**src/hw/rtl/fsa_pkg.sv**
```systemverilog
package fsa_pkg;

   localparam int CELL_W = 16;
   localparam int DBL_W  = 2 * CELL_W;
   localparam int OUT_W  = 32;

   localparam logic [CELL_W-1:0] CHAR_ZERO = CELL_W'(8'h30);
   localparam logic [CELL_W-1:0] CHAR_NINE = CELL_W'(8'h39);
   localparam logic [CELL_W-1:0] CHAR_LA   = CELL_W'(8'h61);
   localparam logic [CELL_W-1:0] CHAR_LZ   = CELL_W'(8'h7a);
   localparam logic [CELL_W-1:0] DIGIT_OFS = CELL_W'(10);

   typedef enum logic [4:0] {
      OP_PLUS    = 5'd0,
      OP_MINUS   = 5'd1,
      OP_MUL     = 5'd2,
      OP_INC     = 5'd3,
      OP_DEC     = 5'd4,
      OP_SMOD    = 5'd5,
      OP_INC2    = 5'd6,
      OP_DEC2    = 5'd7,
      OP_HALF    = 5'd8,
      OP_ABS     = 5'd9,
      OP_TWICE   = 5'd10,
      OP_DPLUS   = 5'd11,
      OP_DNEGATE = 5'd12,
      OP_MAX     = 5'd13,
      OP_MIN     = 5'd14,
      OP_NEGATE  = 5'd15,
      OP_UMUL    = 5'd16,
      OP_TRUE    = 5'd17,
      OP_FALSE   = 5'd18,
      OP_DUMOD   = 5'd19,
      OP_UMOD    = 5'd20,
      OP_DIGIT   = 5'd21
   } opcode_type;

   // control and plain results that ride alongside the divider
   typedef struct packed {
      logic [2:0]       pop_cells;
      logic [1:0]       push_count;
      logic             push_is_double;
      logic             is_div;
      logic             signed_div;
      logic             neg_quo;
      logic             neg_rem;
      logic             div_zero;
      logic [OUT_W-1:0] first_push;
      logic [OUT_W-1:0] second_push;
   } ctrl_type;

   // restoring divider state
   typedef struct packed {
      logic [DBL_W-1:0] rem;
      logic [DBL_W-1:0] quo;
      logic [DBL_W-1:0] dvs;
   } div_type;

endpackage

```
**src/hw/rtl/fsa_div_stage.sv**
```systemverilog
module fsa_div_stage (
   input  logic              clock,
   input  logic              reset,
   input  logic              enable,
   input  logic              valid_in,
   input  fsa_pkg::ctrl_type ctrl_in,
   input  fsa_pkg::div_type  div_in,
   output logic              valid_out,
   output fsa_pkg::ctrl_type ctrl_out,
   output fsa_pkg::div_type  div_out
);
   import fsa_pkg::*;

   logic              valid_ff, valid_ff_in;
   ctrl_type          ctrl_ff, ctrl_ff_in;
   div_type           div_ff, div_ff_in;
   logic [DBL_W:0]    shifted, diff;
   logic              ge;

   // one restoring step: shift in the next dividend bit, try subtract
   assign shifted = {div_in.rem, div_in.quo[DBL_W-1]};
   assign diff    = shifted - {1'b0, div_in.dvs};
   assign ge      = !diff[DBL_W];

   always_comb begin
      valid_ff_in   = valid_in;
      ctrl_ff_in    = ctrl_in;
      div_ff_in.dvs = div_in.dvs;
      div_ff_in.rem = ge ? diff[DBL_W-1:0] : shifted[DBL_W-1:0];
      div_ff_in.quo = {div_in.quo[DBL_W-2:0], ge};
   end

   always_ff @(posedge clock) begin
      if (reset) begin
         valid_ff <= 1'b0;
      end else if (enable) begin
         valid_ff <= valid_ff_in;
      end
   end

   always_ff @(posedge clock) begin
      if (enable) begin
         ctrl_ff <= ctrl_ff_in;
         div_ff  <= div_ff_in;
      end
   end

   assign valid_out = valid_ff;
   assign ctrl_out  = ctrl_ff;
   assign div_out   = div_ff;

endmodule

```
**config.mk**
```make
export PLATFORM = sky130hd
export DESIGN_NAME = fsa_div_stage
export DESIGN_NICKNAME = d
export VERILOG_FILES = /design/src/hw/rtl/fsa_pkg.sv /design/src/hw/rtl/fsa_div_stage.sv
export SDC_FILE = /design/constraint.sdc
export NUM_CORES = 1
export LEC_CHECK = 0
export ABC_AREA = 0
export BUFFER_PORTS_ARGS = -buffer_cell sky130_fd_sc_hd__buf_2
export CORE_ASPECT_RATIO = 0.9
export CORE_MARGIN = 10
export CORE_UTILIZATION = 47
export DETAILED_ROUTE_END_ITERATION = 7
export GPL_ROUTABILITY_DRIVEN = 0
export PLACE_DENSITY = 0.9
export SLEW_MARGIN = 20
export SYNTH_ARGS = -nofsm -noshare
export SYNTH_HDL_FRONTEND = slang
export SYNTH_SLANG_ARGS = --single-unit
```
**constraint.sdc**
```tcl
create_clock -name clock -period 3.1 [get_ports clock]
set_input_delay 0.155 -clock clock [delete_from_list [all_inputs] [get_ports clock]]
set_output_delay 0.155 -clock clock [all_outputs]
set_load 0.02 [all_outputs]
```
==> results.toml <==
[yosys]
synth-warning-count = 0
synth_enable_flop_cells = 171
synthMostInstantiatedCell = "sky130_fd_sc_hd__edfxtp_1"
post_synth.cell_area_avg_um2 = 14.79
synth_largest_area_cell = "sky130_fd_sc_hd__edfxtp_1"
seq_area_frac_synth_pct = 67.28
flip_flop_and_latch_count_after_synthesis = 172
syn-num-nets = 726
ranking_of_synthesized_cells_by_instance_count = "sky130_fd_sc_hd__edfxtp_1 (171), sky130_fd_sc_hd__a21oi_1 (38), sky130_fd_sc_hd__inv_1 (38)"
synthFlopType = "sky130_fd_sc_hd__edfxtp_1"
synth_async_sr_flop_share_pct = 0
synth_unique_cells = 50
syn-instance-count = 518
netlist_top_cells_area = "sky130_fd_sc_hd__edfxtp_1 (67%), sky130_fd_sc_hd__ha_1 (5.2%), sky130_fd_sc_hd__mux2_4 (4.9%)"
post_synth_instance_area_um2 = 7662
synth_top_area_share_pct = 67.02

[min_path]
min_from = "valid_in"
timing.hold.worst.class = "in -> reg"

[setup_path]
timing.critical_path.slowest_stage_cell = "sky130_fd_sc_hd__dlygate4sd3_1"
cp_max_fo = 11
worstPathCellList = "dlygate4sd3_1 > buf_2 > inv_1 > ha_2 > o211ai_1 > a21oi_2 > o211ai_1 > a21oi_2 > o31a_2 > mux2i_2 > nor2_4 > buf_4 > buf_12 > mux2_4"
worst-path-stages = 14
worst_setup_path_end_kind = "flip-flop"
timing.setup.critical_path_class = "in -> reg"
startpoint = "div_in[3]"
crit_arrival_ps = 3200
worst_ep_required_ps = 3280
critPathMaxStageDelay_ps = 550
crit_buf_inv = 5
critPathLaunchType = "input port"
critical_path.reg2reg.endpoint = "valid_out"
reg2reg_depth = 2
worst_path_dominant_cell_family = "compound AO/OA/AOI/OAI gates"
crit_path_end = "div_out[87]"
r2r_start = "valid_out"
ff2ff_setup_slack_ps = 2440

[timing]
timing.final.ws_setup_ps = 75.33
final.min_clock_period_ps = 3025
fin_setup_tns_ps = 0
min_period_over_period_pct = 97.57
timing.final.max_slew_violations = 0
finalHoldViolCount = 0
worstMarginPinSlew_ps = 719.7
final.setup_skew_ps = 0
timing.fmax_mhz = 330.6
slew_headroom_pct = 52.02
report.final.setup_viol = 0

[detailed_routing]
vias = 6706
firstDrtPassIters = 5
dr.first_iter.drc_count = 711
drtAntennaViolNets = 0
remaining_drc_errors = 0
wl_um = 29530
viasPerCell = 5.356
wl_per_cell_um = 23.59

[cells_and_area]
fraction_of_final_layout_cells_sized_beyond_drive_strength_1_pct = 42.19
fin_cells = 1252
final_util_pct = 73.43
areaGrowthSynthToFinish_pct = 54.05
finalNetCount = 1238

[die]
floorplan_die_width_um = 154.6
coreArea_um2 = 16080
io_pins = 347
row_count = 44
initial_core_util_pct = 47.67
die-height_um = 141.1
fp.dieArea_um2 = 21820

[grt]
grt_first_pass_wirelength_um = 42940
antenna_found_initial = 2
first_global_vias = 6708
maximum_number_of_pins_on_one_net_before_global_route_repair = 74
grt_remaining_overflow = 0
grt_util_overall_pct = 25.76

[clock_tree]
worst_skew_pair.late_latency_ps = 430
h-tree-depth = 4
tritoncts.num_buffers = 17
cts_tree = "built"
cts_max_path_buffers = 2
cts_num_sinks = 172
path_clk_slew_ps = 70
clock-root-buffer = "sky130_fd_sc_hd__clkbuf_16"

[job]
max_cap_viol_count = 0

[power_and_ir_drop]
power_density_nw_per_um2 = 559.4
peakVddDrop_mv = 0.5548
power.static_leakage_nw = 5.315

[status]
status = "finished, final reports clean"

[placement]
placed_cells_incl_taps = 1075
port-buffer-count = 346
dp_worst_setup_slack_ps = -25.18
hpwlAfterDp_um = 19660
[state kept, by name, indices dropped and copies added (netlist names)]
| signal | count |
|---|---|
| valid_out | 1 |
| div_out | 96 |
| ctrl_out | 75 |
[cell families (layout without fill, tap and decap cells)]
group / after synthesis / after routing / synth area share (%)
AO/OA/AOI/OAI: 107 / 107 / 8.932
other: 0 / 2 / 0
adder cells (fa/ha/maj): 33 / 33 / 5.487
multiplexers: 34 / 34 / 6.123
XOR/XNOR: 23 / 23 / 2.629
buffers and inverters: 49 / 574 / 2.825
AND/OR/NAND/NOR: 100 / 100 / 6.728
flip-flops: 172 / 172 / 67.28
[timing repair]
item,CTS,global route
setup buffers,0,4
resized for setup,0,11
hold buffers,139,0
hold endpoints to repair,139,0
endpoints found under the setup margin,0,29
[metrics by stage]
stage,total power (W),cell area [µm²],hold WS (ps)
after global placement,0.004239,9753,315.9
final,0.006603,11800,9.941
after CTS,0.006545,11730,7.178
after detailed placement,0.004288,9753,313.3
after global routing,0.006826,11800,23.90
after floorplan,0.003727,7662,227.4
[layer usage]
layer / track usage (%) / routed length (µm) / vias up
li1: - / - / 2984
met1: 28.94 / 10580 / 3223
met2: 44.85 / 15320 / 413
met3: 7.208 / 2395 / 86
met4: 11.13 / 1244 / 0
met5: 0 / 0 / -
[cell type report]
class | instances | area, µm²
Antenna cell | 2 | 5.005
Inverter | 38 | 142.6
Multi-Input combinational cell | 297 | 2336
Clock inverter | 14 | 155.1
Fill cell | 978 | 4272
Sequential cell | 172 | 5155
Timing Repair Buffer | 504 | 3322
Tap cell | 207 | 259.0
Clock buffer | 18 | 429.2
[power by group]
part | internal, W | switching (W) | leakage, nW
Combinational | 0.000682 | 0.000889 | 3.35
Clock | 0.00114 | 0.000997 | 0.285
Sequential | 0.00282 | 0.0000742 | 1.68
Total | 0.00464 | 0.00196 | 5.31
[how the worst min path moves through the flow]
| stage | endpoint | cells past startpoint | slack [ps] |
|---|---|---|---|
| floorplan | valid_out | 1 | 230 |
| global placement | valid_out | 2 | 320 |
| detailed placement | valid_out | 2 | 310 |
| CTS | valid_out | 3 | 7 |
| global route | valid_out | 3 | 20 |
| finish | valid_out | 3 | 10 |
[worst reg2reg max path: stages (launching register included)]
cell and delay (ps):
sky130_fd_sc_hd__dfxtp_1 330, sky130_fd_sc_hd__mux2i_1 170, sky130_fd_sc_hd__nor2_1 60
[placed cells by master (no fill, tap or decap), types with 6 or more instances in the layout]
cell	instances
sky130_fd_sc_hd__o21ai_0	16
sky130_fd_sc_hd__xnor2_1	13
sky130_fd_sc_hd__clkbuf_16	17
sky130_fd_sc_hd__buf_2	345
sky130_fd_sc_hd__dlygate4sd3_1	139
sky130_fd_sc_hd__nand2b_1	7
sky130_fd_sc_hd__a21o_1	18
sky130_fd_sc_hd__a21oi_1	35
sky130_fd_sc_hd__edfxtp_1	171
sky130_fd_sc_hd__ha_1	31
sky130_fd_sc_hd__nand3_1	10
sky130_fd_sc_hd__inv_1	38
sky130_fd_sc_hd__nand2_1	27
sky130_fd_sc_hd__nor2_1	18
sky130_fd_sc_hd__buf_4	15
sky130_fd_sc_hd__nand4_1	6
sky130_fd_sc_hd__mux2_4	25
sky130_fd_sc_hd__o211ai_1	6
sky130_fd_sc_hd__xor2_1	10
Power figures use the tool's default switching activity.
