### src/hw/rtl/fsa_pkg.sv
package fsa_pkg;

   localparam int CELL_W = 16;
   localparam int DBL_W  = 2 * CELL_W;
   localparam int OUT_W  = 32;

   localparam logic [CELL_W-1:0] CHAR_ZERO = CELL_W'(8'h30);
   localparam logic [CELL_W-1:0] CHAR_NINE = CELL_W'(8'h39);
   localparam logic [CELL_W-1:0] CHAR_LA   = CELL_W'(8'h61);
   localparam logic [CELL_W-1:0] CHAR_LZ   = CELL_W'(8'h7a);
   localparam logic [CELL_W-1:0] DIGIT_OFS = CELL_W'(10);

   typedef enum logic [4:0] {
      OP_PLUS    = 5'd0,
      OP_MINUS   = 5'd1,
      OP_MUL     = 5'd2,
      OP_INC     = 5'd3,
      OP_DEC     = 5'd4,
      OP_SMOD    = 5'd5,
      OP_INC2    = 5'd6,
      OP_DEC2    = 5'd7,
      OP_HALF    = 5'd8,
      OP_ABS     = 5'd9,
      OP_TWICE   = 5'd10,
      OP_DPLUS   = 5'd11,
      OP_DNEGATE = 5'd12,
      OP_MAX     = 5'd13,
      OP_MIN     = 5'd14,
      OP_NEGATE  = 5'd15,
      OP_UMUL    = 5'd16,
      OP_TRUE    = 5'd17,
      OP_FALSE   = 5'd18,
      OP_DUMOD   = 5'd19,
      OP_UMOD    = 5'd20,
      OP_DIGIT   = 5'd21
   } opcode_type;

   // control and plain results that ride alongside the divider
   typedef struct packed {
      logic [2:0]       pop_cells;
      logic [1:0]       push_count;
      logic             push_is_double;
      logic             is_div;
      logic             signed_div;
      logic             neg_quo;
      logic             neg_rem;
      logic             div_zero;
      logic [OUT_W-1:0] first_push;
      logic [OUT_W-1:0] second_push;
   } ctrl_type;

   // restoring divider state
   typedef struct packed {
      logic [DBL_W-1:0] rem;
      logic [DBL_W-1:0] quo;
      logic [DBL_W-1:0] dvs;
   } div_type;

endpackage

### src/hw/rtl/fsa_finish.sv
module fsa_finish (
   input  fsa_pkg::ctrl_type            ctrl,
   input  fsa_pkg::div_type             div,
   output logic [fsa_pkg::OUT_W-1:0]    first_push,
   output logic [fsa_pkg::OUT_W-1:0]    second_push
);
   import fsa_pkg::*;

   logic [CELL_W-1:0] q_cell, r_cell;

   // sign fix for the signed cell division
   assign q_cell = ctrl.neg_quo ? (CELL_W'(0) - div.quo[CELL_W-1:0]) : div.quo[CELL_W-1:0];
   assign r_cell = ctrl.neg_rem ? (CELL_W'(0) - div.rem[CELL_W-1:0]) : div.rem[CELL_W-1:0];

   always_comb begin
      priority if (!ctrl.is_div) begin
         first_push  = ctrl.first_push;
         second_push = ctrl.second_push;
      end else if (ctrl.div_zero) begin
         first_push  = '0;
         second_push = '0;
      end else if (ctrl.signed_div) begin
         first_push  = OUT_W'(r_cell);
         second_push = OUT_W'(q_cell);
      end else begin
         first_push  = OUT_W'(div.rem);
         second_push = OUT_W'(div.quo);
      end
   end

endmodule

### config.mk
export PLATFORM = sky130hd
export DESIGN_NAME = fsa_finish
export DESIGN_NICKNAME = d
export VERILOG_FILES = /design/src/hw/rtl/fsa_pkg.sv /design/src/hw/rtl/fsa_finish.sv
export SDC_FILE = /design/constraint.sdc
export NUM_CORES = 1
export LEC_CHECK = 0
export ABC_AREA = 1
export BUFFER_PORTS_ARGS = -buffer_cell sky130_fd_sc_hd__buf_4
export CAP_MARGIN = 10
export CELL_PAD_IN_SITES_DETAIL_PLACEMENT = 0
export CELL_PAD_IN_SITES_GLOBAL_PLACEMENT = 1
export CORE_MARGIN = 8
export CORE_UTILIZATION = 17
export DETAILED_ROUTE_END_ITERATION = 10
export PLACE_DENSITY_LB_ADDON = 0.1
export SYNTH_ARGS = -nofsm -noshare
export SYNTH_HDL_FRONTEND = slang
export SYNTH_SLANG_ARGS = --single-unit
### constraint.sdc
create_clock -name vclk -period 1.68
set_input_delay 0.252 -clock vclk [all_inputs]
set_output_delay 0.252 -clock vclk [all_outputs]
set_load 0.05 [all_outputs]
==> flow_summary.toml, run 1 <==
[logic_synthesis]
synth_warnings = 0
synth.distinct_cells = 27
yosys.area.top_type = "nand2_1"
synth_top_family_by_area = "simple AND/OR/NAND/NOR gates"
yosys.area_share.adder_pct = 1.53
synth-simple-area-share_pct = 47.3
synth-xor-area-share_pct = 0
synth_compound_area_share_pct = 37.9
synth.area.top_cells = "nand2_1, a32o_1, nor2_1"
yosysSeqAreaShare_pct = 0
synth_fp_nets = 472
synth_top_cell_area_share_pct = 21.4
muxShareOfSynthArea_pct = 0
avgSynthCellArea_sq_um = 5.45
synth.cell_area_sq_mm = 0.00163
syn_inst = 299

[final_layout]
fill_cells = 1024
nClkBuffers = 0
seq_cells = 0
stdcell_count = 626
multi_input_area_sq_mm = 0.00166
seq_area_sq_um = 0
layout_common_cells = "buf_4, nand2_1, a32o_1"
n_antenna_cell = 0
final_common_cell = "buf_4"
area_growth_pct = 128
nets = 672
finalInstanceArea_sq_mm = 0.00372
drive_gt1_share_pct = 58.4

[route]
wl_um = 9950
vias = 2736
wire_per_inst_um = 15.9
ant_nets = 0
drt_iter0_drc = 152
via_per_inst = 4.37
drtPass1Iterations = 4
drc = 0

[setup_path]
path_cells = "buf_6 -> inv_4 -> ha_4 -> inv_4 -> nor2_4 -> nand3_2 -> nand2_4 -> nand2_2 -> a21oi_2 -> o21ai_2 -> nand2_1 -> buf_6"
worstSetupStartpointType = "input pin"
cp_max_fo = 5
crit_path_end_kind = "output pin"
critical_path_buf_inv_count = 4
cp_slowest_stage_delay_ns = 0.16
critical_path_cell_count = 12
crit_slowest_cell = "buf_6"
cp_data_required_time_ns = 1.43
critical-path-top-delay-family = "simple AND/OR/NAND/NOR gates"
critPathKind = "in2out"
crit_start = "div[65]"
setup.worst_path.end = "first_push[10]"
critPathArrivalTime_ns = 1.38

[floorplan]
fp.dieW_um = 114
start_util_pct = 17.6
ios = 235
num_rows = 35
die_area_sq_mm = 0.0130
dieHeight_um = 114
core_area_sq_mm = 0.00928

[place]
placement.io_buffers = 197
dp_hpwl_um = 8380
placed_area_sq_mm = 0.00341
numPlacedInstances = 626
dp_slack_ns = -0.161
place_congestion = 0.778

[flow_run]
cap_violations = 0

[timing]
whs_ns = 0.836
hold_viol_final = 0
rsz0062_at_grt = "yes"
period_needed_ns = 1.63
finalCritPeriodShare_pct = 97.2
finalSetupViolCount = 0
maxSlewViolCount = 0
worst_slew_pin_slew_ns = 0.305
worst_slack_ns = 0.0470
max_freq_ghz = 0.612
slew_headroom_pct = 79.7

[cts]
post-cts-setup-buffers = 0
cts_hold_buffers = 0

[global_route]
grt_pass1_wl_um = 15100
grt_max_degree = 45
grt_pass1_vias = 2792
track_usage_pct = 13.9
antenna_found_initial = 0
gr-total-overflow = 0

[min_path]
hold_class = "in2out"
worstHoldStart = "ctrl[13]"

[power]
power_frac_seq_pct = 0
combPwrFrac_pct = 100.0
p_int_mw = 0.584
cellPowerDensity_mw_per_mm2 = 387
switchingPower_mw = 0.854
switching_share_pct = 59.4
leakage_nw = 1.84
p_clk_share_pct = 0
power_mw = 1.44
vdd_drop_max_mv = 0.146

[status]
status = "finished, final reports clean"
-- power groups by stage --
stage	logic (mW)	registers, mW	clock network (mW)
after global placement	1.34	0	0
after CTS	1.38	0	0
after floorplan	0.787	0	0
after detailed placement	1.34	0	0
final	1.44	0	0
after global routing	1.53	0	0
-- worst min-delay path by stage --
stage,end,cells after the start
floorplan,first_push[12],2
global placement,second_push[14],4
detailed placement,second_push[14],4
CTS,first_push[10],4
global route,second_push[15],4
finish,second_push[13],4
-- cell type report --
class | instances | share of cell area [%]
repair buffers | 216 | 47.7
well taps | 129 | 4.34
inverters | 26 | 3.33
multi-input cells | 255 | 44.7
-- Yosys cell counts, drive strengths merged --
master / instances
nand2: 106
clkbuf: 8
ha: 2
clkinv: 1
nand3: 22
nand4: 2
or2: 1
a32o: 33
o21ai: 38
nor3: 2
a21oi: 15
nor2: 34
buf: 10
inv: 25
-- kinds of logic after synthesis --
logic type                 Yosys count
AOI/OAI and AO/OA                   86
buffers and inverters               44
adders and majority gates            2
and+or+nand+nor                    167
-- through the flow --
stage                     TNS [ns]  util, %
after floorplan             -0.718        -
after global placement       -1.95     36.7
after detailed placement     -1.62     36.7
after CTS                 -0.00258     38.0
after global routing        -0.152     40.0
final                            0     40.0
-- layer usage --
metal | share of wire (%) | GRT usage [%] | vias up
li1 | - | - | 1440
met1 | 39 | 16.1 | 1225
met2 | 56 | 27.5 | 71
met3 | 4.8 | 2.11 | 0
met4 | 0 | 0.177 | 0
met5 | 0 | 0 | -
-- what timing repair did --
| action | 4_1_cts | 5_1_grt |
|---|---|---|
| gates resized for setup | 41 | 52 |
| pin swaps | 14 | 19 |
| endpoints found under the setup margin | 43 | 24 |
Note: power is estimated with default switching activity, not from simulation.
==> run 2, diff against run 1 <==
Settings changed: ABC_CLOCK_PERIOD_IN_PS set to 1680, REMOVE_ABC_BUFFERS set to 1.
==> run 2 against run 1 <==
Fmax is 0.11% higher. Power fell by 2.6%. Critical path depth unchanged. Cell count stayed put. Worst hold slack improved by 0.00052 ns. Wire length shrank 5.4%. Setup slack better by 0.0018 ns. Sequential share of layout area unchanged. Sequential cell count is the same. Combinational power is 3% lower. Global-route usage down 0.98 points. First-iteration DRC count is 5.9% lower.
==> flow_summary.toml, run 2 (synthesis results as in run 1) <==
[floorplan]
fp.dieW_um = 114
start_util_pct = 17.6
core_area_sq_mm = 0.00928
num_rows = 35
die_area_sq_mm = 0.0130
dieHeight_um = 114
ios = 235

[timing]
hold_viol_final = 0
worst_slack_ns = 0.0488
maxSlewViolCount = 0
max_freq_ghz = 0.613
period_needed_ns = 1.63
finalSetupViolCount = 0
worst_slew_pin_slew_ns = 0.309
rsz0062_at_grt = "yes"
whs_ns = 0.837
slew_headroom_pct = 79.4
finalCritPeriodShare_pct = 97.1

[final_layout]
seq_cells = 0
n_antenna_cell = 0
area_growth_pct = 124
layout_common_cells = "buf_4, nand2_1, a32o_1"
drive_gt1_share_pct = 55.9
final_common_cell = "buf_4"
seq_area_sq_um = 0
stdcell_count = 626
nClkBuffers = 0
nets = 672
finalInstanceArea_sq_mm = 0.00365

[place]
place_congestion = 0.760
numPlacedInstances = 626
placement.io_buffers = 197
dp_hpwl_um = 7690
placed_area_sq_mm = 0.00335
dp_slack_ns = -0.161

[setup_path]
worstSetupStartpointType = "input pin"
cp_data_required_time_ns = 1.43
crit_slowest_cell = "buf_6"
crit_path_end_kind = "output pin"
critical-path-top-delay-family = "simple AND/OR/NAND/NOR gates"
cp_slowest_stage_delay_ns = 0.18
critical_path_buf_inv_count = 4
path_cells = "buf_6 -> inv_4 -> ha_4 -> inv_4 -> nor2_4 -> nand3_2 -> nand2_4 -> nand3_2 -> nand2_1 -> nand2_1 -> o21ai_1 -> buf_6"
critPathKind = "in2out"
cp_max_fo = 6
critPathArrivalTime_ns = 1.38

[global_route]
grt_pass1_vias = 2797
grt_max_degree = 65
antenna_found_initial = 0
track_usage_pct = 13.0
grt_pass1_wl_um = 14100
gr-total-overflow = 0

[power]
cellPowerDensity_mw_per_mm2 = 384
vdd_drop_max_mv = 0.152
leakage_nw = 1.83

[min_path]
hold_class = "in2out"
worstHoldStart = "ctrl[46]"
hold_depth = 4
hold_end = "first_push[14]"

[route]
drt_iter0_drc = 143
wire_per_inst_um = 15.0
ant_nets = 0
wl_met3_um = 842
drtPass1Iterations = 4
via_per_inst = 4.41
top_layer = "met4"
vias = 2761
wl_met2_um = 4770
drc = 0
met1_length_um = 3750
wl_um = 9410

[flow_run]
cap_violations = 0

[status]
status = "finished, final reports clean"

[cts]
post-cts-setup-buffers = 0
cts_hold_buffers = 0
==> run 2: cell types whose count changed in the layout (fill, tap and decap cells not counted), sizes merged <==
cell / previous run / this run
clkinv: 1 / 0
inv: 25 / 26
==> run 2: worst max path at each step <==
stage | startpoint | to | slack [ns] | cells past startpoint
global route | div[32] | second_push[10] | -0.05 | 12
detailed placement | div[32] | second_push[8] | -0.16 | 12
finish | div[64] | first_push[12] | 0.05 | 12
CTS | div[33] | second_push[12] | -0.02 | 12
floorplan | ctrl[68] | first_push[1] | -1.73 | 5
global placement | div[32] | second_push[8] | -0.17 | 12
==> run 2: worst min-delay path: cells and delay by family <==
kind,cells,cell delay (ns)
AOI/OAI and AO/OA,1,0.05
buffers and inverters,2,0.23
and+or+nand+nor,1,0.05
==> run 2: cell type report <==
cell class | instances | area [sq um]
tap | 129 | 161
inverter | 26 | 120
timing repair buffer | 216 | 1750
fill | 1048 | 5640
multi-input combinational | 255 | 1620
==> run 2: power breakdown <==
group          total (mW)  leakage, nW  switching [mW]  internal (mW)
sequential              0            0               0              0
combinational        1.40         1.83           0.834          0.567
clock                   0            0               0              0
==> run 2: through the flow <==
| stage | power, mW | utilization, % | setup TNS, ns |
|---|---|---|---|
| after global placement | 1.31 | 36.1 | -0.958 |
| after floorplan | 0.739 | - | -91.24 |
| final | 1.40 | 39.3 | 0 |
| after detailed placement | 1.31 | 36.1 | -0.892 |
| after CTS | 1.36 | 37.4 | -0.0212 |
| after global routing | 1.50 | 39.3 | -0.302 |
==> run 2: repair_timing <==
item,CTS,global route
setup endpoints to repair,10,21
endpoints found under the hold margin,0,0
pin swaps,13,31
gates resized for setup,41,43
==> run 2: per-layer routing <==
layer / up-vias / GRT usage [%]
met1: 1214 / 14.8
met3: 2 / 3.65
met5: - / 0
li1: 1439 / -
met4: 0 / 0.621
met2: 106 / 24.2
