===== config.mk =====
export PLATFORM = sky130hd
export DESIGN_NAME = fsa_decode
export DESIGN_NICKNAME = d
export VERILOG_FILES = /design/src/hw/rtl/fsa_pkg.sv /design/src/hw/rtl/fsa_decode.sv
export SDC_FILE = /design/constraint.sdc
export NUM_CORES = 1
export LEC_CHECK = 0
export ABC_CLOCK_PERIOD_IN_PS = 14090
export BUFFER_PORTS_ARGS = -buffer_cell sky130_fd_sc_hd__buf_4
export CAP_MARGIN = 10
export CORE_MARGIN = 2
export CORE_UTILIZATION = 35
export DETAILED_ROUTE_END_ITERATION = 10
export SYNTH_ARGS = -nofsm -noshare
export SYNTH_HDL_FRONTEND = slang
export SYNTH_SLANG_ARGS = --single-unit

===== constraint.sdc =====
create_clock -name vclk -period 14.09
set_input_delay 3.5225 -clock vclk [all_inputs]
set_output_delay 3.5225 -clock vclk [all_outputs]
set_load 0.05 [all_outputs]

===== src/hw/rtl/fsa_pkg.sv =====
package fsa_pkg;

   localparam int CELL_W = 16;
   localparam int DBL_W  = 2 * CELL_W;
   localparam int OUT_W  = 32;

   localparam logic [CELL_W-1:0] CHAR_ZERO = CELL_W'(8'h30);
   localparam logic [CELL_W-1:0] CHAR_NINE = CELL_W'(8'h39);
   localparam logic [CELL_W-1:0] CHAR_LA   = CELL_W'(8'h61);
   localparam logic [CELL_W-1:0] CHAR_LZ   = CELL_W'(8'h7a);
   localparam logic [CELL_W-1:0] DIGIT_OFS = CELL_W'(10);

   typedef enum logic [4:0] {
      OP_PLUS    = 5'd0,
      OP_MINUS   = 5'd1,
      OP_MUL     = 5'd2,
      OP_INC     = 5'd3,
      OP_DEC     = 5'd4,
      OP_SMOD    = 5'd5,
      OP_INC2    = 5'd6,
      OP_DEC2    = 5'd7,
      OP_HALF    = 5'd8,
      OP_ABS     = 5'd9,
      OP_TWICE   = 5'd10,
      OP_DPLUS   = 5'd11,
      OP_DNEGATE = 5'd12,
      OP_MAX     = 5'd13,
      OP_MIN     = 5'd14,
      OP_NEGATE  = 5'd15,
      OP_UMUL    = 5'd16,
      OP_TRUE    = 5'd17,
      OP_FALSE   = 5'd18,
      OP_DUMOD   = 5'd19,
      OP_UMOD    = 5'd20,
      OP_DIGIT   = 5'd21
   } opcode_type;

   // control and plain results that ride alongside the divider
   typedef struct packed {
      logic [2:0]       pop_cells;
      logic [1:0]       push_count;
      logic             push_is_double;
      logic             is_div;
      logic             signed_div;
      logic             neg_quo;
      logic             neg_rem;
      logic             div_zero;
      logic [OUT_W-1:0] first_push;
      logic [OUT_W-1:0] second_push;
   } ctrl_type;

   // restoring divider state
   typedef struct packed {
      logic [DBL_W-1:0] rem;
      logic [DBL_W-1:0] quo;
      logic [DBL_W-1:0] dvs;
   } div_type;

endpackage


===== src/hw/rtl/fsa_decode.sv =====
module fsa_decode (
   input  logic [4:0]                opcode,
   input  logic [fsa_pkg::CELL_W-1:0] top_cell,
   input  logic [fsa_pkg::CELL_W-1:0] second_cell,
   input  logic [fsa_pkg::DBL_W-1:0]  top_double,
   input  logic [fsa_pkg::DBL_W-1:0]  second_double,
   output fsa_pkg::ctrl_type         ctrl,
   output fsa_pkg::div_type          div
);
   import fsa_pkg::*;

   logic [CELL_W-1:0] t, s, t_abs, s_abs, half, digit_val;
   logic              t_neg, s_neg, s_lt_t, digit_ok;
   logic [DBL_W-1:0]  prod;

   assign t     = top_cell;
   assign s     = second_cell;
   assign t_neg = t[CELL_W-1];
   assign s_neg = s[CELL_W-1];
   assign t_abs = t_neg ? (CELL_W'(0) - t) : t;
   assign s_abs = s_neg ? (CELL_W'(0) - s) : s;
   assign half  = CELL_W'(($signed({t_neg, t}) + $signed({{CELL_W{1'b0}}, t_neg})) >>> 1);
   assign s_lt_t = $signed(s) < $signed(t);
   assign prod  = DBL_W'(t) * DBL_W'(s);

   // digit conversion with base check
   always_comb begin
      digit_val = '0;
      digit_ok  = 1'b0;
      if (s >= CHAR_ZERO && s <= CHAR_NINE) begin
         digit_val = s - CHAR_ZERO;
         digit_ok  = 1'b1;
      end else if (s >= CHAR_LA && s <= CHAR_LZ) begin
         digit_val = s - CHAR_LA + DIGIT_OFS;
         digit_ok  = 1'b1;
      end
      if (digit_val >= t) digit_ok = 1'b0;
   end

   // word decode
   always_comb begin
      ctrl = '0;
      div  = '0;
      unique case (opcode)
         OP_PLUS: begin
            ctrl.pop_cells = 3'd2; ctrl.push_count = 2'd1;
            ctrl.first_push = OUT_W'(CELL_W'(s + t));
         end
         OP_MINUS: begin
            ctrl.pop_cells = 3'd2; ctrl.push_count = 2'd1;
            ctrl.first_push = OUT_W'(CELL_W'(s - t));
         end
         OP_MUL: begin
            ctrl.pop_cells = 3'd2; ctrl.push_count = 2'd1;
            ctrl.first_push = OUT_W'(prod[CELL_W-1:0]);
         end
         OP_INC: begin
            ctrl.pop_cells = 3'd1; ctrl.push_count = 2'd1;
            ctrl.first_push = OUT_W'(CELL_W'(t + CELL_W'(1)));
         end
         OP_DEC: begin
            ctrl.pop_cells = 3'd1; ctrl.push_count = 2'd1;
            ctrl.first_push = OUT_W'(CELL_W'(t - CELL_W'(1)));
         end
         OP_SMOD: begin
            ctrl.pop_cells = 3'd2; ctrl.push_count = 2'd2;
            ctrl.is_div = 1'b1; ctrl.signed_div = 1'b1;
            ctrl.neg_quo = s_neg ^ t_neg; ctrl.neg_rem = s_neg;
            ctrl.div_zero = (t == '0);
            div.quo = DBL_W'(s_abs); div.dvs = DBL_W'(t_abs);
         end
         OP_INC2: begin
            ctrl.pop_cells = 3'd1; ctrl.push_count = 2'd1;
            ctrl.first_push = OUT_W'(CELL_W'(t + CELL_W'(2)));
         end
         OP_DEC2: begin
            ctrl.pop_cells = 3'd1; ctrl.push_count = 2'd1;
            ctrl.first_push = OUT_W'(CELL_W'(t - CELL_W'(2)));
         end
         OP_HALF: begin
            ctrl.pop_cells = 3'd1; ctrl.push_count = 2'd1;
            ctrl.first_push = OUT_W'(half);
         end
         OP_ABS: begin
            ctrl.pop_cells = 3'd1; ctrl.push_count = 2'd1;
            ctrl.first_push = OUT_W'(t_abs);
         end
         OP_TWICE: begin
            ctrl.pop_cells = 3'd1; ctrl.push_count = 2'd1;
            ctrl.first_push = OUT_W'({t[CELL_W-2:0], 1'b0});
         end
         OP_DPLUS: begin
            ctrl.pop_cells = 3'd4; ctrl.push_count = 2'd1; ctrl.push_is_double = 1'b1;
            ctrl.first_push = OUT_W'(DBL_W'(top_double + second_double));
         end
         OP_DNEGATE: begin
            ctrl.pop_cells = 3'd2; ctrl.push_count = 2'd1; ctrl.push_is_double = 1'b1;
            ctrl.first_push = OUT_W'(DBL_W'(DBL_W'(0) - top_double));
         end
         OP_MAX: begin
            ctrl.pop_cells = 3'd2; ctrl.push_count = 2'd1;
            ctrl.first_push = OUT_W'(s_lt_t ? t : s);
         end
         OP_MIN: begin
            ctrl.pop_cells = 3'd2; ctrl.push_count = 2'd1;
            ctrl.first_push = OUT_W'((!s_lt_t && s != t) ? t : s);
         end
         OP_NEGATE: begin
            ctrl.pop_cells = 3'd1; ctrl.push_count = 2'd1;
            ctrl.first_push = OUT_W'(CELL_W'(CELL_W'(0) - t));
         end
         OP_UMUL: begin
            ctrl.pop_cells = 3'd2; ctrl.push_count = 2'd1; ctrl.push_is_double = 1'b1;
            ctrl.first_push = OUT_W'(prod);
         end
         OP_TRUE: begin
            ctrl.push_count = 2'd1;
            ctrl.first_push = OUT_W'({CELL_W{1'b1}});
         end
         OP_FALSE: begin
            ctrl.push_count = 2'd1;
         end
         OP_DUMOD: begin
            ctrl.pop_cells = 3'd4; ctrl.push_count = 2'd2; ctrl.push_is_double = 1'b1;
            ctrl.is_div = 1'b1; ctrl.div_zero = (top_double == '0);
            div.quo = second_double; div.dvs = top_double;
         end
         OP_UMOD: begin
            ctrl.pop_cells = 3'd2; ctrl.push_count = 2'd2;
            ctrl.is_div = 1'b1; ctrl.div_zero = (t == '0);
            div.quo = DBL_W'(s); div.dvs = DBL_W'(t);
         end
         OP_DIGIT: begin
            ctrl.pop_cells = 3'd2;
            if (digit_ok) begin
               ctrl.push_count = 2'd2;
               ctrl.first_push = OUT_W'(digit_val);
               ctrl.second_push = OUT_W'({CELL_W{1'b1}});
            end else begin
               ctrl.push_count = 2'd1;
            end
         end
         default: ctrl = '0;
      endcase
   end

endmodule


==> tab_implementation.tex, run 1 <==
\begin{tabular}{lr}
\hline
Metric & Value \\
\hline
\multicolumn{2}{l}{\textbf{Critical path}} \\
\quad Worst endpoint data arrival time & 10260 ps \\
\quad WS Path Type & primary input to output port \\
\quad Crit path buffers/inverters & 8 \\
\quad Setup crit start kind & primary input \\
\quad Biggest fanout along the worst timing path & 8 \\
\quad Dominant cell type by count on the critical path & sky130\_fd\_sc\_hd\_\_fa\_1 \\
\quad Crit. End Element & output port \\
\quad Cell type group with the largest total delay on the critical path & adder cells \\
\quad Slowest cell on crit path & sky130\_fd\_sc\_hd\_\_fa\_1 \\
\quad Required time of the worst setup path & 10570 ps \\
\quad Max incr delay on CP & 540 ps \\
\multicolumn{2}{l}{\textbf{Floorplan}} \\
\quad Die X & 231 um \\
\quad Standard cell core area & 0.0512 mm2 \\
\quad Overall die area & 0.0535 mm2 \\
\quad Die boundary height & 231 um \\
\quad Starting density of the core & 0.353 \\
\quad Placement row count & 83 \\
\quad \# IOs & 272 \\
\multicolumn{2}{l}{\textbf{Synthesis}} \\
\quad Yosys synthesis warning count & 0 \\
\quad Sequential area share after synthesis & 0 \\
\quad Post-Syn Area & 0.0181 mm2 \\
\quad Synthesized area per cell & 7.30 um2 \\
\quad Post-synthesis cell count & 2475 \\
\quad Netlist cell types & 85 \\
\multicolumn{2}{l}{\textbf{Global routing}} \\
\quad Maximum number of pins on one net before global-route repair & 68 \\
\quad Met1 track utilization from global routing & 0.404 \\
\quad Global routing usage on met2 & 0.460 \\
\quad Most crowded layer after global routing & met2 \\
\quad Met3 capacity usage during global routing & 0.0586 \\
\quad Vias in the first global route & 19.6k \\
\quad Remaining global-route overflow & 0 \\
\quad Total global-route track usage & 0.300 \\
\quad First-pass GRT wire length & 122000 um \\
\quad Antenna violations before repair & 3 \\
\multicolumn{2}{l}{\textbf{STA}} \\
\quad Post-route setup TNS & 0 ps \\
\quad \# setup viols final & 0 \\
\quad Worst max-slew margin expressed relative to the limit & 0.144 \\
\quad Highest Clock Rate & 0.0725 GHz \\
\quad Number of max-slew violations in the final report & 0 \\
\quad Setup repair after global routing missed its margin & no \\
\quad Measured slew at the worst slew-check pin & 1280 ps \\
\quad Ratio of final minimum period to clock period & 0.978 \\
\quad Time the worst path needs with I/O delays and setup & 13790 ps \\
\quad Hold Vio Cnt, Final & 0 \\
\multicolumn{2}{l}{\textbf{Detailed routing}} \\
\quad Number of vias in the routed layout & 19.7k \\
\quad DRT antenna net count & 0 \\
\quad Final wirelength & 81600 um \\
\quad Number of DRC violations after detailed-routing iteration 0 & 2447 \\
\quad Router iterations before antenna repair & 6 \\
\quad Number of remaining DRC errors & 0 \\
\quad Vias per std cell & 5.99 \\
\quad Mean routed wirelength per cell & 24.8 um \\
\multicolumn{2}{l}{\textbf{Pwr}} \\
\quad Power, Total & 3820 uW \\
\quad Ratio of total power to cell area & 188 mW/mm2 \\
\quad Maximum VDD drop & 0.000262 V \\
\quad Static leakage power & 0.00967 uW \\
\multicolumn{2}{l}{\textbf{Status}} \\
\quad Status & finished clean \\
\multicolumn{2}{l}{\textbf{Final layout}} \\
\quad Combined area of the multi-input logic cells & 0.0162 mm2 \\
\quad Layout cell share with drive strength beyond 1 & 0.129 \\
\quad Filler Cells Inserted & 5400 \\
\quad Final nets & 3133 \\
\quad Layout sequential cell count & 0 \\
\quad Area grow syn2layout & 12.4\% \\
\quad Leading cell type in the layout, fill and taps excluded & sky130\_fd\_sc\_hd\_\_buf\_4 \\
\quad Area used by sequential logic in the layout & 0 um2 \\
\quad Most frequent cells in the layout & sky130\_fd\_sc\_hd\_\_buf\_4, sky130\_fd\_sc\_hd\_\_inv\_1, sky130\_fd\_sc\_hd\_\_nand2\_1 \\
\quad Count of clock-net buffers in the final layout & 0 \\
\multicolumn{2}{l}{\textbf{Worst hold path}} \\
\quad Min-Delay Path Class & primary input to output port \\
\quad Hold Path Sink & div[47] \\
\quad Critical hold path startpoint & second\_double[15] \\
\quad Depth of the worst hold-timing path & 4 \\
\multicolumn{2}{l}{\textbf{Placement}} \\
\quad Final HPWL DP & 65400 um \\
\quad Port Buffers & 224 \\
\quad Gp weighted congestion & 1.03 \\
\multicolumn{2}{l}{\textbf{CTS}} \\
\quad Post-CTS Hold Buffers & 0 \\
\multicolumn{2}{l}{\textbf{Run}} \\
\quad Number of max-capacitance violations reported & 0 \\
\hline
\end{tabular}
-- cells by family after synthesis --
logic type / count (synthesis) / share of synthesized area
buffers and inverters: 499 / 0.118
AOI/OAI and AO/OA: 607 / 0.219
and+or+nand+nor: 789 / 0.211
adders and majority gates: 423 / 0.375
other: 1 / 0.000208
muxes: 7 / 0.00388
xor gates and xnor gates: 149 / 0.0722
-- metal layers --
layer	part of all wire	vias up
li1	-	8639
met1	0.41	9575
met2	0.42	1226
met3	0.11	238
met4	0.059	2
met5	0.00012	-
-- timing repair --
action                                  in CTS  in global routing
gates resized for setup                      0                  2
buffers inserted                             0                  1
endpoints found under the setup margin       0                  2
-- through the flow --
step	setup slack, ps	util	instance area (um2)	std cells	hold WS (ps)
global route	80.6	0.396	20300	3287	7440
global placement	212	0.396	20300	3286	7400
floorplan	29.3	-	18200	2522	7330
finish	304	0.397	20300	3288	7410
detailed placement	271	0.396	20300	3286	7410
CTS	239	0.396	20300	3286	7410
-- tightest hold or removal path, cell delays in order --
cell and delay [ps]:
sky130_fd_sc_hd__buf_4 80, sky130_fd_sc_hd__nand2_1 40, sky130_fd_sc_hd__nand2_1 50, sky130_fd_sc_hd__buf_4 190
-- area by class of cell --
| cell class | instances | share of cell area |
|---|---|---|
| antenna | 1 | 0.000123 |
| inverter | 292 | 0.0542 |
| timing repair buffer | 292 | 0.108 |
| tap | 680 | 0.0419 |
| multi-input combinational | 2023 | 0.796 |
-- worst max-delay path by stage --
stage	depth (start not counted)	to	slack (ps)	from
after global placement	25	ctrl[47]	210	top_cell[6]
final	25	ctrl[47]	300	top_cell[6]
after floorplan	24	ctrl[59]	30	second_cell[4]
after CTS	25	ctrl[47]	240	top_cell[6]
after global routing	25	ctrl[47]	80	top_cell[3]
after detailed placement	25	ctrl[47]	270	top_cell[6]
-- power breakdown --
| part | total, uW | internal [uW] | switching [uW] |
|---|---|---|---|
| clock | 0.000000615 | 0.000000609 | 0 |
| sequential | 0 | 0 | 0 |
| combinational | 3820 | 1310 | 2510 |
| total | 3820 | 1310 | 2510 |
-- cells in the mapped netlist (all sizes together) (54+ instances only) --
cell	count	area share
a21oi	171	0.047
and2	85	0.029
buf	100	0.035
clkbuf	107	0.022
fa	198	0.22
ha	225	0.16
inv	284	0.059
nand2	268	0.056
nor2	178	0.037
nor3	56	0.016
o21ai	130	0.036
xnor2	95	0.046
xor2	54	0.026
No activity file was read; power rests on OpenSTA's default activity.
==> run 2: changes to the inputs <==
- CELL_PAD_IN_SITES_DETAIL_PLACEMENT: unset -> 0
- CELL_PAD_IN_SITES_GLOBAL_PLACEMENT: unset -> 1
- CORE_ASPECT_RATIO: unset -> 0.9
- PLACE_DENSITY_LB_ADDON: unset -> 0.1
==> run 2 against run 1 <==
Non-clock buffer count increased by 5. Routed wire length increased by 4.5%. Core utilization increased by 0.48 points. Global-route usage increased by 1.3 points. Final cell count increased by 0.18%. Via count decreased by 2.6%. Die area about the same.
==> tab_implementation.tex, run 2 (same netlist as run 1, synthesis figures left out) <==
\begin{tabular}{lr}
\hline
Metric & Value \\
\hline
\multicolumn{2}{l}{\textbf{Global routing}} \\
\quad Remaining global-route overflow & 0 \\
\quad Antenna violations before repair & 2 \\
\quad Maximum number of pins on one net before global-route repair & 68 \\
\quad Vias in the first global route & 18.9k \\
\quad Total global-route track usage & 0.313 \\
\quad First-pass GRT wire length & 125000 um \\
\multicolumn{2}{l}{\textbf{Worst hold path}} \\
\quad Hold Path Sink & div[47] \\
\quad Depth of the worst hold-timing path & 4 \\
\quad Critical hold path startpoint & second\_double[15] \\
\quad Min-Delay Path Class & primary input to output port \\
\multicolumn{2}{l}{\textbf{Detailed routing}} \\
\quad DRT antenna net count & 0 \\
\quad Number of remaining DRC errors & 0 \\
\quad Final wirelength & 85300 um \\
\quad Vias per std cell & 5.82 \\
\quad Number of DRC violations after detailed-routing iteration 0 & 2215 \\
\quad Number of vias in the routed layout & 19.2k \\
\quad Router iterations before antenna repair & 6 \\
\quad Mean routed wirelength per cell & 25.9 um \\
\multicolumn{2}{l}{\textbf{STA}} \\
\quad Time the worst path needs with I/O delays and setup & 13760 ps \\
\quad Setup repair after global routing missed its margin & no \\
\quad Measured slew at the worst slew-check pin & 1330 ps \\
\quad \# setup viols final & 0 \\
\quad Hold WS & 7410 ps \\
\quad Highest Clock Rate & 0.0727 GHz \\
\quad Final worst setup slack & 328 ps \\
\quad Ratio of final minimum period to clock period & 0.977 \\
\quad Hold Vio Cnt, Final & 0 \\
\quad Worst max-slew margin expressed relative to the limit & 0.104 \\
\quad Number of max-slew violations in the final report & 0 \\
\quad Post-route setup TNS & 0 ps \\
\multicolumn{2}{l}{\textbf{Floorplan}} \\
\quad \# IOs & 272 \\
\quad Die boundary height & 220 um \\
\quad Die X & 243 um \\
\quad Placement row count & 78 \\
\quad Starting density of the core & 0.357 \\
\quad Overall die area & 0.0535 mm2 \\
\quad Standard cell core area & 0.0507 mm2 \\
\multicolumn{2}{l}{\textbf{Final layout}} \\
\quad Non-filler instance count after layout & 3294 \\
\quad Area used by sequential logic in the layout & 0 um2 \\
\quad Area grow syn2layout & 12.5\% \\
\quad Final nets & 3138 \\
\quad Most frequent cells in the layout & sky130\_fd\_sc\_hd\_\_buf\_4, sky130\_fd\_sc\_hd\_\_inv\_1, sky130\_fd\_sc\_hd\_\_nand2\_1 \\
\quad Layout cell share with drive strength beyond 1 & 0.129 \\
\quad Count of clock-net buffers in the final layout & 0 \\
\quad Layout sequential cell count & 0 \\
\quad Leading cell type in the layout, fill and taps excluded & sky130\_fd\_sc\_hd\_\_buf\_4 \\
\multicolumn{2}{l}{\textbf{Status}} \\
\quad Status & finished clean \\
\multicolumn{2}{l}{\textbf{Critical path}} \\
\quad Max incr delay on CP & 570 ps \\
\quad Slowest cell on crit path & sky130\_fd\_sc\_hd\_\_fa\_1 \\
\quad Crit path buffers/inverters & 9 \\
\quad Required time of the worst setup path & 10570 ps \\
\quad WS Path Type & primary input to output port \\
\quad Dominant cell type by count on the critical path & sky130\_fd\_sc\_hd\_\_fa\_1 \\
\quad Setup crit start kind & primary input \\
\quad Launching element of the worst setup path & second\_cell[6] \\
\quad Worst endpoint data arrival time & 10240 ps \\
\quad Cell type group with the largest total delay on the critical path & adder cells \\
\quad Biggest fanout along the worst timing path & 12 \\
\quad Crit. End Element & output port \\
\multicolumn{2}{l}{\textbf{Placement}} \\
\quad Gp weighted congestion & 0.984 \\
\quad Final HPWL DP & 69800 um \\
\quad Placed cell count & 3290 \\
\quad Worst setup timing slack at the placement stage & 260 ps \\
\quad Port Buffers & 224 \\
\multicolumn{2}{l}{\textbf{Run}} \\
\quad Number of max-capacitance violations reported & 0 \\
\multicolumn{2}{l}{\textbf{CTS}} \\
\quad Post-CTS Hold Buffers & 0 \\
\hline
\end{tabular}
==> run 2: what timing repair did <==
action	4_1_cts	5_1_grt
buffers inserted	0	1
setup endpoints to repair	0	3
gates resized for setup	0	0
==> run 2: cell type report <==
| class | count | area [um2] |
|---|---|---|
| fillers | 5405 | 30300 |
| multi-input cells | 2023 | 16100 |
| repair buffers | 297 | 2230 |
| inverters | 292 | 1100 |
| well taps | 680 | 851 |
| diodes | 2 | 5.00 |
==> run 2: worst max path at each step <==
stage,endpoint,slack [ps],cells after the start
after floorplan,ctrl[59],30,24
after global placement,ctrl[63],260,24
after detailed placement,ctrl[59],260,24
after CTS,ctrl[63],230,24
after global routing,ctrl[61],90,22
final,ctrl[58],330,26
==> run 2: tightest hold or removal path: cells and delay by family <==
kind	cells	cell delay, ps
buf+inv	2	280
simple gates	2	90
==> run 2: metrics by stage <==
stage,utilization,instance area [um2]
floorplan,-,18200
global placement,0.401,20300
detailed placement,0.401,20300
CTS,0.401,20300
global route,0.401,20300
finish,0.401,20300
==> run 2: routing by layer <==
layer  share of wire  vias up  track usage
li1                -     8650            -
met1            0.44     9482        0.436
met2            0.44      901        0.498
met3           0.084      131       0.0509
met4           0.034        0       0.0902
met5               0        -            0
